[src/design/assert_macros.svh]
// Assertion macros shared by the scan serialiser RTL.
`ifndef ASSERT_MACROS_SVH
`define ASSERT_MACROS_SVH

// Checked only outside reset.
`define SSS_ASSERT(name, clk, rst, prop, msg) \
   name: assert property (@(posedge clk) disable iff (rst) prop) else $error(msg);

// Checked at every edge, reset included.
`define SSS_ASSERT_ALWAYS(name, clk, prop, msg) \
   name: assert property (@(posedge clk) prop) else $error(msg);

`endif

[src/design/sss_pkg.sv]
// Types, register indexes and segment font for the seven-segment scan serialiser.
package sss_pkg;

   localparam int PATTERN_MAX = 16;
   localparam int COUNT_W     = 10;
   localparam int DIGIT_W     = 4;
   localparam int SELECT_W    = 4;
   localparam int CSR_INDEX_W = 4;

   localparam logic [CSR_INDEX_W-1:0] REG_BLINK_ON_AFTER   = 4'd0;
   localparam logic [CSR_INDEX_W-1:0] REG_BLINK_WRAP_AFTER = 4'd1;

   localparam logic [COUNT_W-1:0] BLINK_ON_RESET   = 10'd200;
   localparam logic [COUNT_W-1:0] BLINK_WRAP_RESET = 10'd400;

   localparam logic [7:0] COLON_SEGMENT = 8'h08;

   // One scan slot waiting to be shifted out.
   typedef struct packed {
      logic [PATTERN_MAX-1:0] pattern;
      logic [SELECT_W-1:0]    select;
   } slot_type;

   // Segment font, bit set = segment lit; anything above nine is blank.
   function automatic logic [7:0] glyph(input logic [DIGIT_W-1:0] digit);
      logic [7:0] seg;
      unique case (digit)
         4'd0:    seg = 8'hF5;
         4'd1:    seg = 8'h05;
         4'd2:    seg = 8'hB3;
         4'd3:    seg = 8'h97;
         4'd4:    seg = 8'h47;
         4'd5:    seg = 8'hD6;
         4'd6:    seg = 8'hF6;
         4'd7:    seg = 8'h85;
         4'd8:    seg = 8'hF7;
         4'd9:    seg = 8'hD7;
         default: seg = 8'h00;
      endcase
      return seg;
   endfunction

endpackage

[src/design/sss_shifter.sv]
// Output shifter: sends one slot pattern MSB first, one transfer per bit.
`include "assert_macros.svh"

module sss_shifter #(
   parameter int SEGMENT_BITS = 8
) (
   input  logic              clock,
   input  logic              reset,
   input  logic              slot_valid,
   input  sss_pkg::slot_type slot,
   output logic              slot_take,
   output logic              rsp_valid,
   input  logic              rsp_stall,
   output logic              rsp_serial_bit,
   output logic [3:0]        rsp_digit_enable,
   output logic              rsp_latch_strobe
);
   import sss_pkg::*;

   localparam int CNT_W = $clog2(SEGMENT_BITS);

   logic                    valid_ff, valid_in;
   logic [SEGMENT_BITS-1:0] shift_ff, shift_in;
   logic [SELECT_W-1:0]     select_ff, select_in;
   logic [CNT_W-1:0]        count_ff, count_in;
   logic                    last;
   logic                    advance;
   logic                    load;

   assign last    = (count_ff == CNT_W'(SEGMENT_BITS - 1));
   assign advance = valid_ff && !rsp_stall;
   assign load    = slot_valid && (!valid_ff || (advance && last));

   always_comb begin
      valid_in  = valid_ff;
      shift_in  = shift_ff;
      select_in = select_ff;
      count_in  = count_ff;
      if (load) begin
         valid_in  = 1'b1;
         shift_in  = slot.pattern[SEGMENT_BITS-1:0];
         select_in = slot.select;
         count_in  = '0;
      end else if (advance) begin
         if (last) begin
            valid_in = 1'b0;
            count_in = '0;
         end else begin
            shift_in = {shift_ff[SEGMENT_BITS-2:0], 1'b0};
            count_in = count_ff + CNT_W'(1);
         end
      end
   end

   always_ff @(posedge clock) begin
      if (reset) begin
         valid_ff <= 1'b0;
         count_ff <= '0;
      end else begin
         valid_ff <= valid_in;
         count_ff <= count_in;
      end
      shift_ff  <= shift_in;
      select_ff <= select_in;
   end

   assign slot_take        = load;
   assign rsp_valid        = valid_ff;
   assign rsp_serial_bit   = ~shift_ff[SEGMENT_BITS-1];
   assign rsp_latch_strobe = last;
   assign rsp_digit_enable = last ? select_ff : '0;

   `SSS_ASSERT(a_strobe_onehot, clock, reset, rsp_latch_strobe |-> $onehot0(rsp_digit_enable), "digit select not one-hot at strobe")
   `SSS_ASSERT(a_load_restarts, clock, reset, load |=> (valid_ff && count_ff == '0), "loaded slot does not start at first bit")
   `SSS_ASSERT(a_no_load_midway, clock, reset, (valid_ff && !last) |-> !load, "slot loaded over a pattern still shifting")
   `SSS_ASSERT_ALWAYS(a_reset_idle, clock, $past(reset) |-> !valid_ff || $past(load), "shifter valid after reset")

endmodule

[src/design/seven_segment_scan_serializer.sv]
// Top level of the seven-segment scan serialiser: slot intake, scan and blink state.
//
//   channel | direction | handshake            | payload
//   req_    | in        | req_valid/req_stall  | hour_tens, hour_ones, minute_tens, minute_ones
//   rsp_    | out       | rsp_valid/rsp_stall  | serial_bit, digit_enable, latch_strobe
//   csr_    | in        | csr_valid/csr_ready  | csr_index, csr_data
//
// Each slot yields SEGMENT_BITS transfers, one per cycle while rsp_stall is low, set by the
// output shifter; the next slot waits in a holding register.
// The pattern is formed combinationally at the input transfer; scan and blink state advance there.
// Synchronous reset clears state and loads register defaults; csr_ready is always high.
// A stall on rsp_ holds the current bit; req_stall rises while the holding register is full.
module seven_segment_scan_serializer #(
   parameter int DIGITS       = 4,
   parameter int SEGMENT_BITS = 8
) (
   input  logic                               clock,
   input  logic                               reset,
   input  logic                               req_valid,
   output logic                               req_stall,
   input  logic [sss_pkg::DIGIT_W-1:0]        req_hour_tens,
   input  logic [sss_pkg::DIGIT_W-1:0]        req_hour_ones,
   input  logic [sss_pkg::DIGIT_W-1:0]        req_minute_tens,
   input  logic [sss_pkg::DIGIT_W-1:0]        req_minute_ones,
   output logic                               rsp_valid,
   input  logic                               rsp_stall,
   output logic                               rsp_serial_bit,
   output logic [sss_pkg::SELECT_W-1:0]       rsp_digit_enable,
   output logic                               rsp_latch_strobe,
   input  logic                               csr_valid,
   output logic                               csr_ready,
   input  logic [sss_pkg::CSR_INDEX_W-1:0]    csr_index,
   input  logic [sss_pkg::COUNT_W-1:0]        csr_data
);
   `include "assert_macros.svh"
   import sss_pkg::*;

   localparam int POS_W = (DIGITS > 1) ? $clog2(DIGITS) : 1;

   logic [COUNT_W-1:0] on_after_ff, on_after_in;
   logic [COUNT_W-1:0] wrap_after_ff, wrap_after_in;
   logic [COUNT_W-1:0] blink_ff, blink_in;
   logic [COUNT_W-1:0] blink_inc;
   logic [POS_W-1:0]   scan_ff, scan_in;
   logic               pend_valid_ff, pend_valid_in;
   slot_type           pend_ff, pend_in;
   logic               req_accept;
   logic               csr_write;
   logic               slot_take;
   logic [2:0]         pos;
   logic [DIGIT_W-1:0] digit;
   logic [7:0]         seg;

   assign req_stall  = pend_valid_ff;
   assign req_accept = req_valid && !pend_valid_ff;
   assign csr_ready  = 1'b1;
   assign csr_write  = csr_valid && csr_ready;

   assign pos = 3'(scan_ff);

   always_comb begin
      unique case (pos)
         3'd0:    digit = req_hour_tens;
         3'd1:    digit = req_hour_ones;
         3'd2:    digit = req_minute_tens;
         3'd3:    digit = req_minute_ones;
         default: digit = '0;
      endcase
   end

   always_comb begin
      seg = (pos > 3'd3) ? 8'h00 : glyph(digit);
      // blank a leading hour zero
      if (pos == 3'd0 && req_hour_tens == '0) begin
         seg = 8'h00;
      end
      // colon uses the count before this slot's increment
      if (pos == 3'd1 && blink_ff > on_after_ff) begin
         seg = seg | COLON_SEGMENT;
      end
   end

   assign blink_inc = blink_ff + COUNT_W'(1);

   always_comb begin
      on_after_in   = on_after_ff;
      wrap_after_in = wrap_after_ff;
      blink_in      = blink_ff;
      scan_in       = scan_ff;
      pend_valid_in = pend_valid_ff;
      pend_in       = pend_ff;
      if (csr_write) begin
         if (csr_index == REG_BLINK_ON_AFTER) begin
            on_after_in = csr_data;
         end else if (csr_index == REG_BLINK_WRAP_AFTER) begin
            wrap_after_in = csr_data;
         end
      end
      if (req_accept) begin
         pend_valid_in  = 1'b1;
         pend_in.pattern = PATTERN_MAX'(seg);
         pend_in.select  = pos[2] ? '0 : (SELECT_W'(1) << pos[1:0]);
         blink_in       = (blink_inc > wrap_after_ff) ? '0 : blink_inc;
         scan_in        = (scan_ff == POS_W'(DIGITS - 1)) ? '0 : scan_ff + POS_W'(1);
      end else if (slot_take) begin
         pend_valid_in = 1'b0;
      end
   end

   always_ff @(posedge clock) begin
      if (reset) begin
         on_after_ff   <= BLINK_ON_RESET;
         wrap_after_ff <= BLINK_WRAP_RESET;
         blink_ff      <= '0;
         scan_ff       <= '0;
         pend_valid_ff <= 1'b0;
      end else begin
         on_after_ff   <= on_after_in;
         wrap_after_ff <= wrap_after_in;
         blink_ff      <= blink_in;
         scan_ff       <= scan_in;
         pend_valid_ff <= pend_valid_in;
      end
      pend_ff <= pend_in;
   end

   sss_shifter #(
      .SEGMENT_BITS(SEGMENT_BITS)
   ) u_shifter (
      .clock           (clock),
      .reset           (reset),
      .slot_valid      (pend_valid_ff),
      .slot            (pend_ff),
      .slot_take       (slot_take),
      .rsp_valid       (rsp_valid),
      .rsp_stall       (rsp_stall),
      .rsp_serial_bit  (rsp_serial_bit),
      .rsp_digit_enable(rsp_digit_enable),
      .rsp_latch_strobe(rsp_latch_strobe)
   );

   `SSS_ASSERT(a_accept_fills, clock, reset, req_accept |=> pend_valid_ff, "accepted slot not held")
   `SSS_ASSERT(a_take_needs_slot, clock, reset, slot_take |-> pend_valid_ff, "shifter took an empty slot")
   `SSS_ASSERT(a_scan_in_range, clock, reset, scan_ff <= POS_W'(DIGITS - 1), "scan position out of range")
   `SSS_ASSERT(a_blink_bounded, clock, reset, req_accept |=> (blink_ff == '0 || blink_ff <= wrap_after_ff || $past(csr_write)), "blink count past wrap")

endmodule
[config.mk]
export PLATFORM = sky130hd
export DESIGN_NAME = seven_segment_scan_serializer
export DESIGN_NICKNAME = d
export VERILOG_FILES = /design/src/design/sss_pkg.sv /design/src/design/sss_shifter.sv /design/src/design/seven_segment_scan_serializer.sv
export VERILOG_INCLUDE_DIRS = /design/src /design/src/design
export SDC_FILE = /design/constraint.sdc
export NUM_CORES = 1
export LEC_CHECK = 0
export BUFFER_PORTS_ARGS = -buffer_cell sky130_fd_sc_hd__buf_2
export CORE_MARGIN = 3
export CORE_UTILIZATION = 58
export DETAILED_ROUTE_END_ITERATION = 8
export PLACE_DENSITY_LB_ADDON = 0.05
export SLEW_MARGIN = 20
export SYNTH_ARGS = -nofsm -noshare
export SYNTH_HDL_FRONTEND = slang
export SYNTH_SLANG_ARGS = --single-unit
[constraint.sdc]
create_clock -name clock -period 3.2 [get_ports clock]
set_clock_uncertainty 0.1 [all_clocks]
set_input_delay 0.32 -clock clock [delete_from_list [all_inputs] [get_ports clock]]
set_output_delay 0.32 -clock clock [all_outputs]
set_load 0.01 [all_outputs]
==> run_results.csv <==
group,metric,value,unit
logic_synthesis,total_nets_after_synthesis,394,
logic_synthesis,synth.yosys.seq_area_share,43.7,%
logic_synthesis,yosys.area.top_type,"sky130_fd_sc_hd__dfxtp_1",
cells_and_area,areaGrowthSynthToFinish,13.9,%
hold_path,holdCritPathClass,"input port to flop",
grt,grt_max_degree,32,
critical_path,cp_slowest_stage_delay,460,ps
placement,number_of_buffers_inserted_by_port_buffering,42,
critical_path,critical_path_required,3350,ps
logic_synthesis,synth-async-reset-ratio,0,%
die,die_width,82.0,um
logic_synthesis,synth_top_flop_cell,"sky130_fd_sc_hd__dfxtp_1",
sta,worstMarginPinSlew,830,ps
run_status,result_of_the_run,"completed",
detailed_routing,route.detailed.vias_per_inst,5.46,
critical_path,worstPathArrival,3020,ps
die,initial_standard_cell_utilization_of_the_core,60.4,%
die,die-area,6720,um^2
sta,final_max_slew_viol_count,0,
detailed_routing,routed_wl,6.68,mm
cts,postCtsSetupBuffers,0,
logic_synthesis,synth_top_cell_area_share,22.1,%
logic_synthesis,synth.cell_area,3350,um^2
logic_synthesis,synth.avg_cell_area,10.3,um^2
logic_synthesis,synth-xor-area-share,1.83,%
critical_path,worstSetupPathType,"flop to flop",
placement,place_congestion,0.822,
logic_synthesis,synth.top_cells.by_area,"sky130_fd_sc_hd__dfxtp_1, sky130_fd_sc_hd__edfxtp_1, sky130_fd_sc_hd__ha_1, sky130_fd_sc_hd__mux2i_1, sky130_fd_sc_hd__nor2_1",
critical_path,cp_cell_sequence,"and3_1, nand3_2, nor3_2, xor2_1, ha_1, a21oi_1, o21ai_0, a2111oi_4, nor3_1, nor4_2",
sta,timing.setup.tns,0,ps
cts,h_tree_level_count,3,
logic_synthesis,synth_enable_flop_cells,24,
cts,cts_buffer_depth,2,
cells_and_area,layout_commonest_cell,"sky130_fd_sc_hd__buf_2",
cts,clk_lat_worst_skew,340,ps
cells_and_area,mostFrequentLayoutCells,"sky130_fd_sc_hd__buf_2, sky130_fd_sc_hd__dfxtp_1, sky130_fd_sc_hd__nor2_1",
cts,tritoncts.num_buffers,9,
grt,antenna_found_initial,0,
detailed_routing,route.vias.total,2459,
cts,clk_transition_reported_paths,70,ps
hold_path,holdPathStages,2,
critical_path,rr_startpoint,"blink_ff[2]",
sta,maxClockFrequency,0.349,GHz
cts,clock_sinks,61,
sta,finalCritPeriodShare,89.6,%
die,number_of_rows_created_at_floorplan,27,
hold_path,timing.hold.worst.start,"csr_data[6]",
detailed_routing,final_antenna_net_count,0,
grt,wire_length_of_the_first_global_routing_pass,10.7,mm
placement,dpl.hpwl,4.88,mm
sta,relative_slew_margins,44.2,%
logic_synthesis,synth_adder_area_share,12.3,%
critical_path,reg2reg_slack,330,ps
cells_and_area,antenna-diode-count,0,
detailed_routing,drt-pass1-iter-count,4,
logic_synthesis,ys_warn_count,0,
critical_path,destination_of_the_worst_register_to_register_timing_path,"blink_ff[2]",
sta,grt_setup_unrepaired,"false",
logic_synthesis,largest_family_of_logic_cells_by_synthesized_area,"simple AND/OR/NAND/NOR gates",
logic_synthesis,synth.ff_latch_count,61,
cts,clock_tree_from_tritoncts,"built",
cells_and_area,layout.area.seq,1460,um^2
sta,report.final.hold_viol_count,0,
cells_and_area,fillerInstances,432,
cells_and_area,layout-drive-gt1-share,20.1,%
cts,cts_root_buf,"sky130_fd_sc_hd__clkbuf_8",
cells_and_area,final_net_count,441,
detailed_routing,post-route-drc-count,0,
logic_synthesis,synth.area.mux_share,6.88,%
grt,first_global_vias,2168,
run,max-cap-violations,0,
critical_path,highest_delay_cell_along_the_critical_path,"sky130_fd_sc_hd__dfxtp_1",
grt,grt_overflow_total,0,
cts,cts_resized,0,
power,power.leakage,1.68,nW
critical_path,worst-path-buf-inv,0,
power,power_density,472,nW/um^2
detailed_routing,drtIter0Drc,111,
critical_path,cp.depth,10,
sta,timing.final.setup_violations,0,
critical_path,worst_setup_path_endpoint,"blink_ff[2]",
die,num_io_pins,44,
power,power,1.80,mW
logic_synthesis,synth_compound_gate_area_share,15.2,%
logic_synthesis,postSynthCellCount,326,
logic_synthesis,synthSimpleGateAreaFrac,15.4,%
grt,grt_util_all_layers,21.5,%
cells_and_area,multiInputGateArea,1730,um^2
power,ir_worst_vdd,0.280,mV
critical_path,reg2regPathDepth,10,
sta,layout_min_cycle_time,2870,ps
critical_path,cp-end-kind,"flop",
critical_path,worst_setup_path_start_kind,"flop",
die,die_height,82.0,um
critical_path,critPathMaxFanout,8,
cts,cts_hold_repair.buffers,0,
logic_synthesis,post_synth_num_cell_types,57,
critical_path,timing.critical_path.max_delay_family,"simple AND/OR/NAND/NOR gates",
detailed_routing,post_drt_wl_per_cell,14.8,um
die,core-area,5540,um^2
critical_path,startpoint_of_the_most_critical_setup_path,"blink_ff[2]",
power by group:
group / total (mW) / internal, mW / switching [mW]
Combinational: 0.236 / 0.0998 / 0.136
Clock: 0.673 / 0.368 / 0.305
Sequential: 0.891 / 0.869 / 0.0221
cell type report:
cell class	instances	share of cell area [%]
Tap cell	72	2.36
Sequential cell	61	38.3
Timing Repair Buffer	43	5.71
Multi-Input combinational cell	228	45.5
Clock inverter	3	0.459
Clock buffer	13	4.73
Inverter	30	2.95
state kept, by name (all words and copies together) (netlist names):
name / cells
pend_ff: 12
blink_ff: 10
on_after_ff: 10
wrap_after_ff: 10
u_shifter.shift_ff: 8
u_shifter.select_ff: 4
u_shifter.count_ff: 3
scan_ff: 2
req_stall: 1
u_shifter.rsp_valid: 1
logic make-up after synthesis:
kind of cell    count (synthesis)
compound gates                 65
xor+xnor                        7
fa+ha+maj                      33
buf+inv                        37
flops                          61
mux                            22
other cells                     1
simple gates                  100
worst min-delay path by stage:
stage / end / slack, ps
6_report: on_after_ff[6] / 100
5_1_grt: on_after_ff[7] / 90
4_1_cts: on_after_ff[7] / 90
3_5_place_dp: u_shifter.select_ff[0] / 310
3_3_place_gp: u_shifter.select_ff[0] / 300
2_1_floorplan: u_shifter.select_ff[0] / 300
through the flow:
stage | worst slack, ps | hold WS (ps) | std cells | cell area, um^2 | util [%]
3_5_place_dp | 356 | 313 | 434 | 3610 | 65.2
2_1_floorplan | 654 | 300 | 326 | 3350 | -
4_1_cts | 342 | 85.9 | 450 | 3810 | 68.8
5_1_grt | 109 | 89.8 | 450 | 3810 | 68.8
3_3_place_gp | 486 | 305 | 434 | 3610 | 65.2
6_report | 332 | 95.2 | 450 | 3810 | 68.8
per-layer routing:
layer | up-vias | global-route usage [%] | share of wire, %
li1 | 1257 | - | -
met1 | 1134 | 31.6 | 50
met2 | 62 | 30.0 | 43
met3 | 6 | 5.04 | 5.5
met4 | 0 | 9.14 | 0.97
met5 | - | 0 | 0
cells in the mapped netlist (7+ instances only):
cell type / count
sky130_fd_sc_hd__a21oi_1: 17
sky130_fd_sc_hd__a22o_1: 9
sky130_fd_sc_hd__and2_1: 8
sky130_fd_sc_hd__dfxtp_1: 37
sky130_fd_sc_hd__edfxtp_1: 24
sky130_fd_sc_hd__ha_1: 33
sky130_fd_sc_hd__inv_1: 30
sky130_fd_sc_hd__mux2_1: 7
sky130_fd_sc_hd__mux2i_1: 14
sky130_fd_sc_hd__nand2_1: 17
sky130_fd_sc_hd__nor2_1: 36
sky130_fd_sc_hd__nor3_1: 7
No activity file was read; power rests on OpenSTA's default activity.
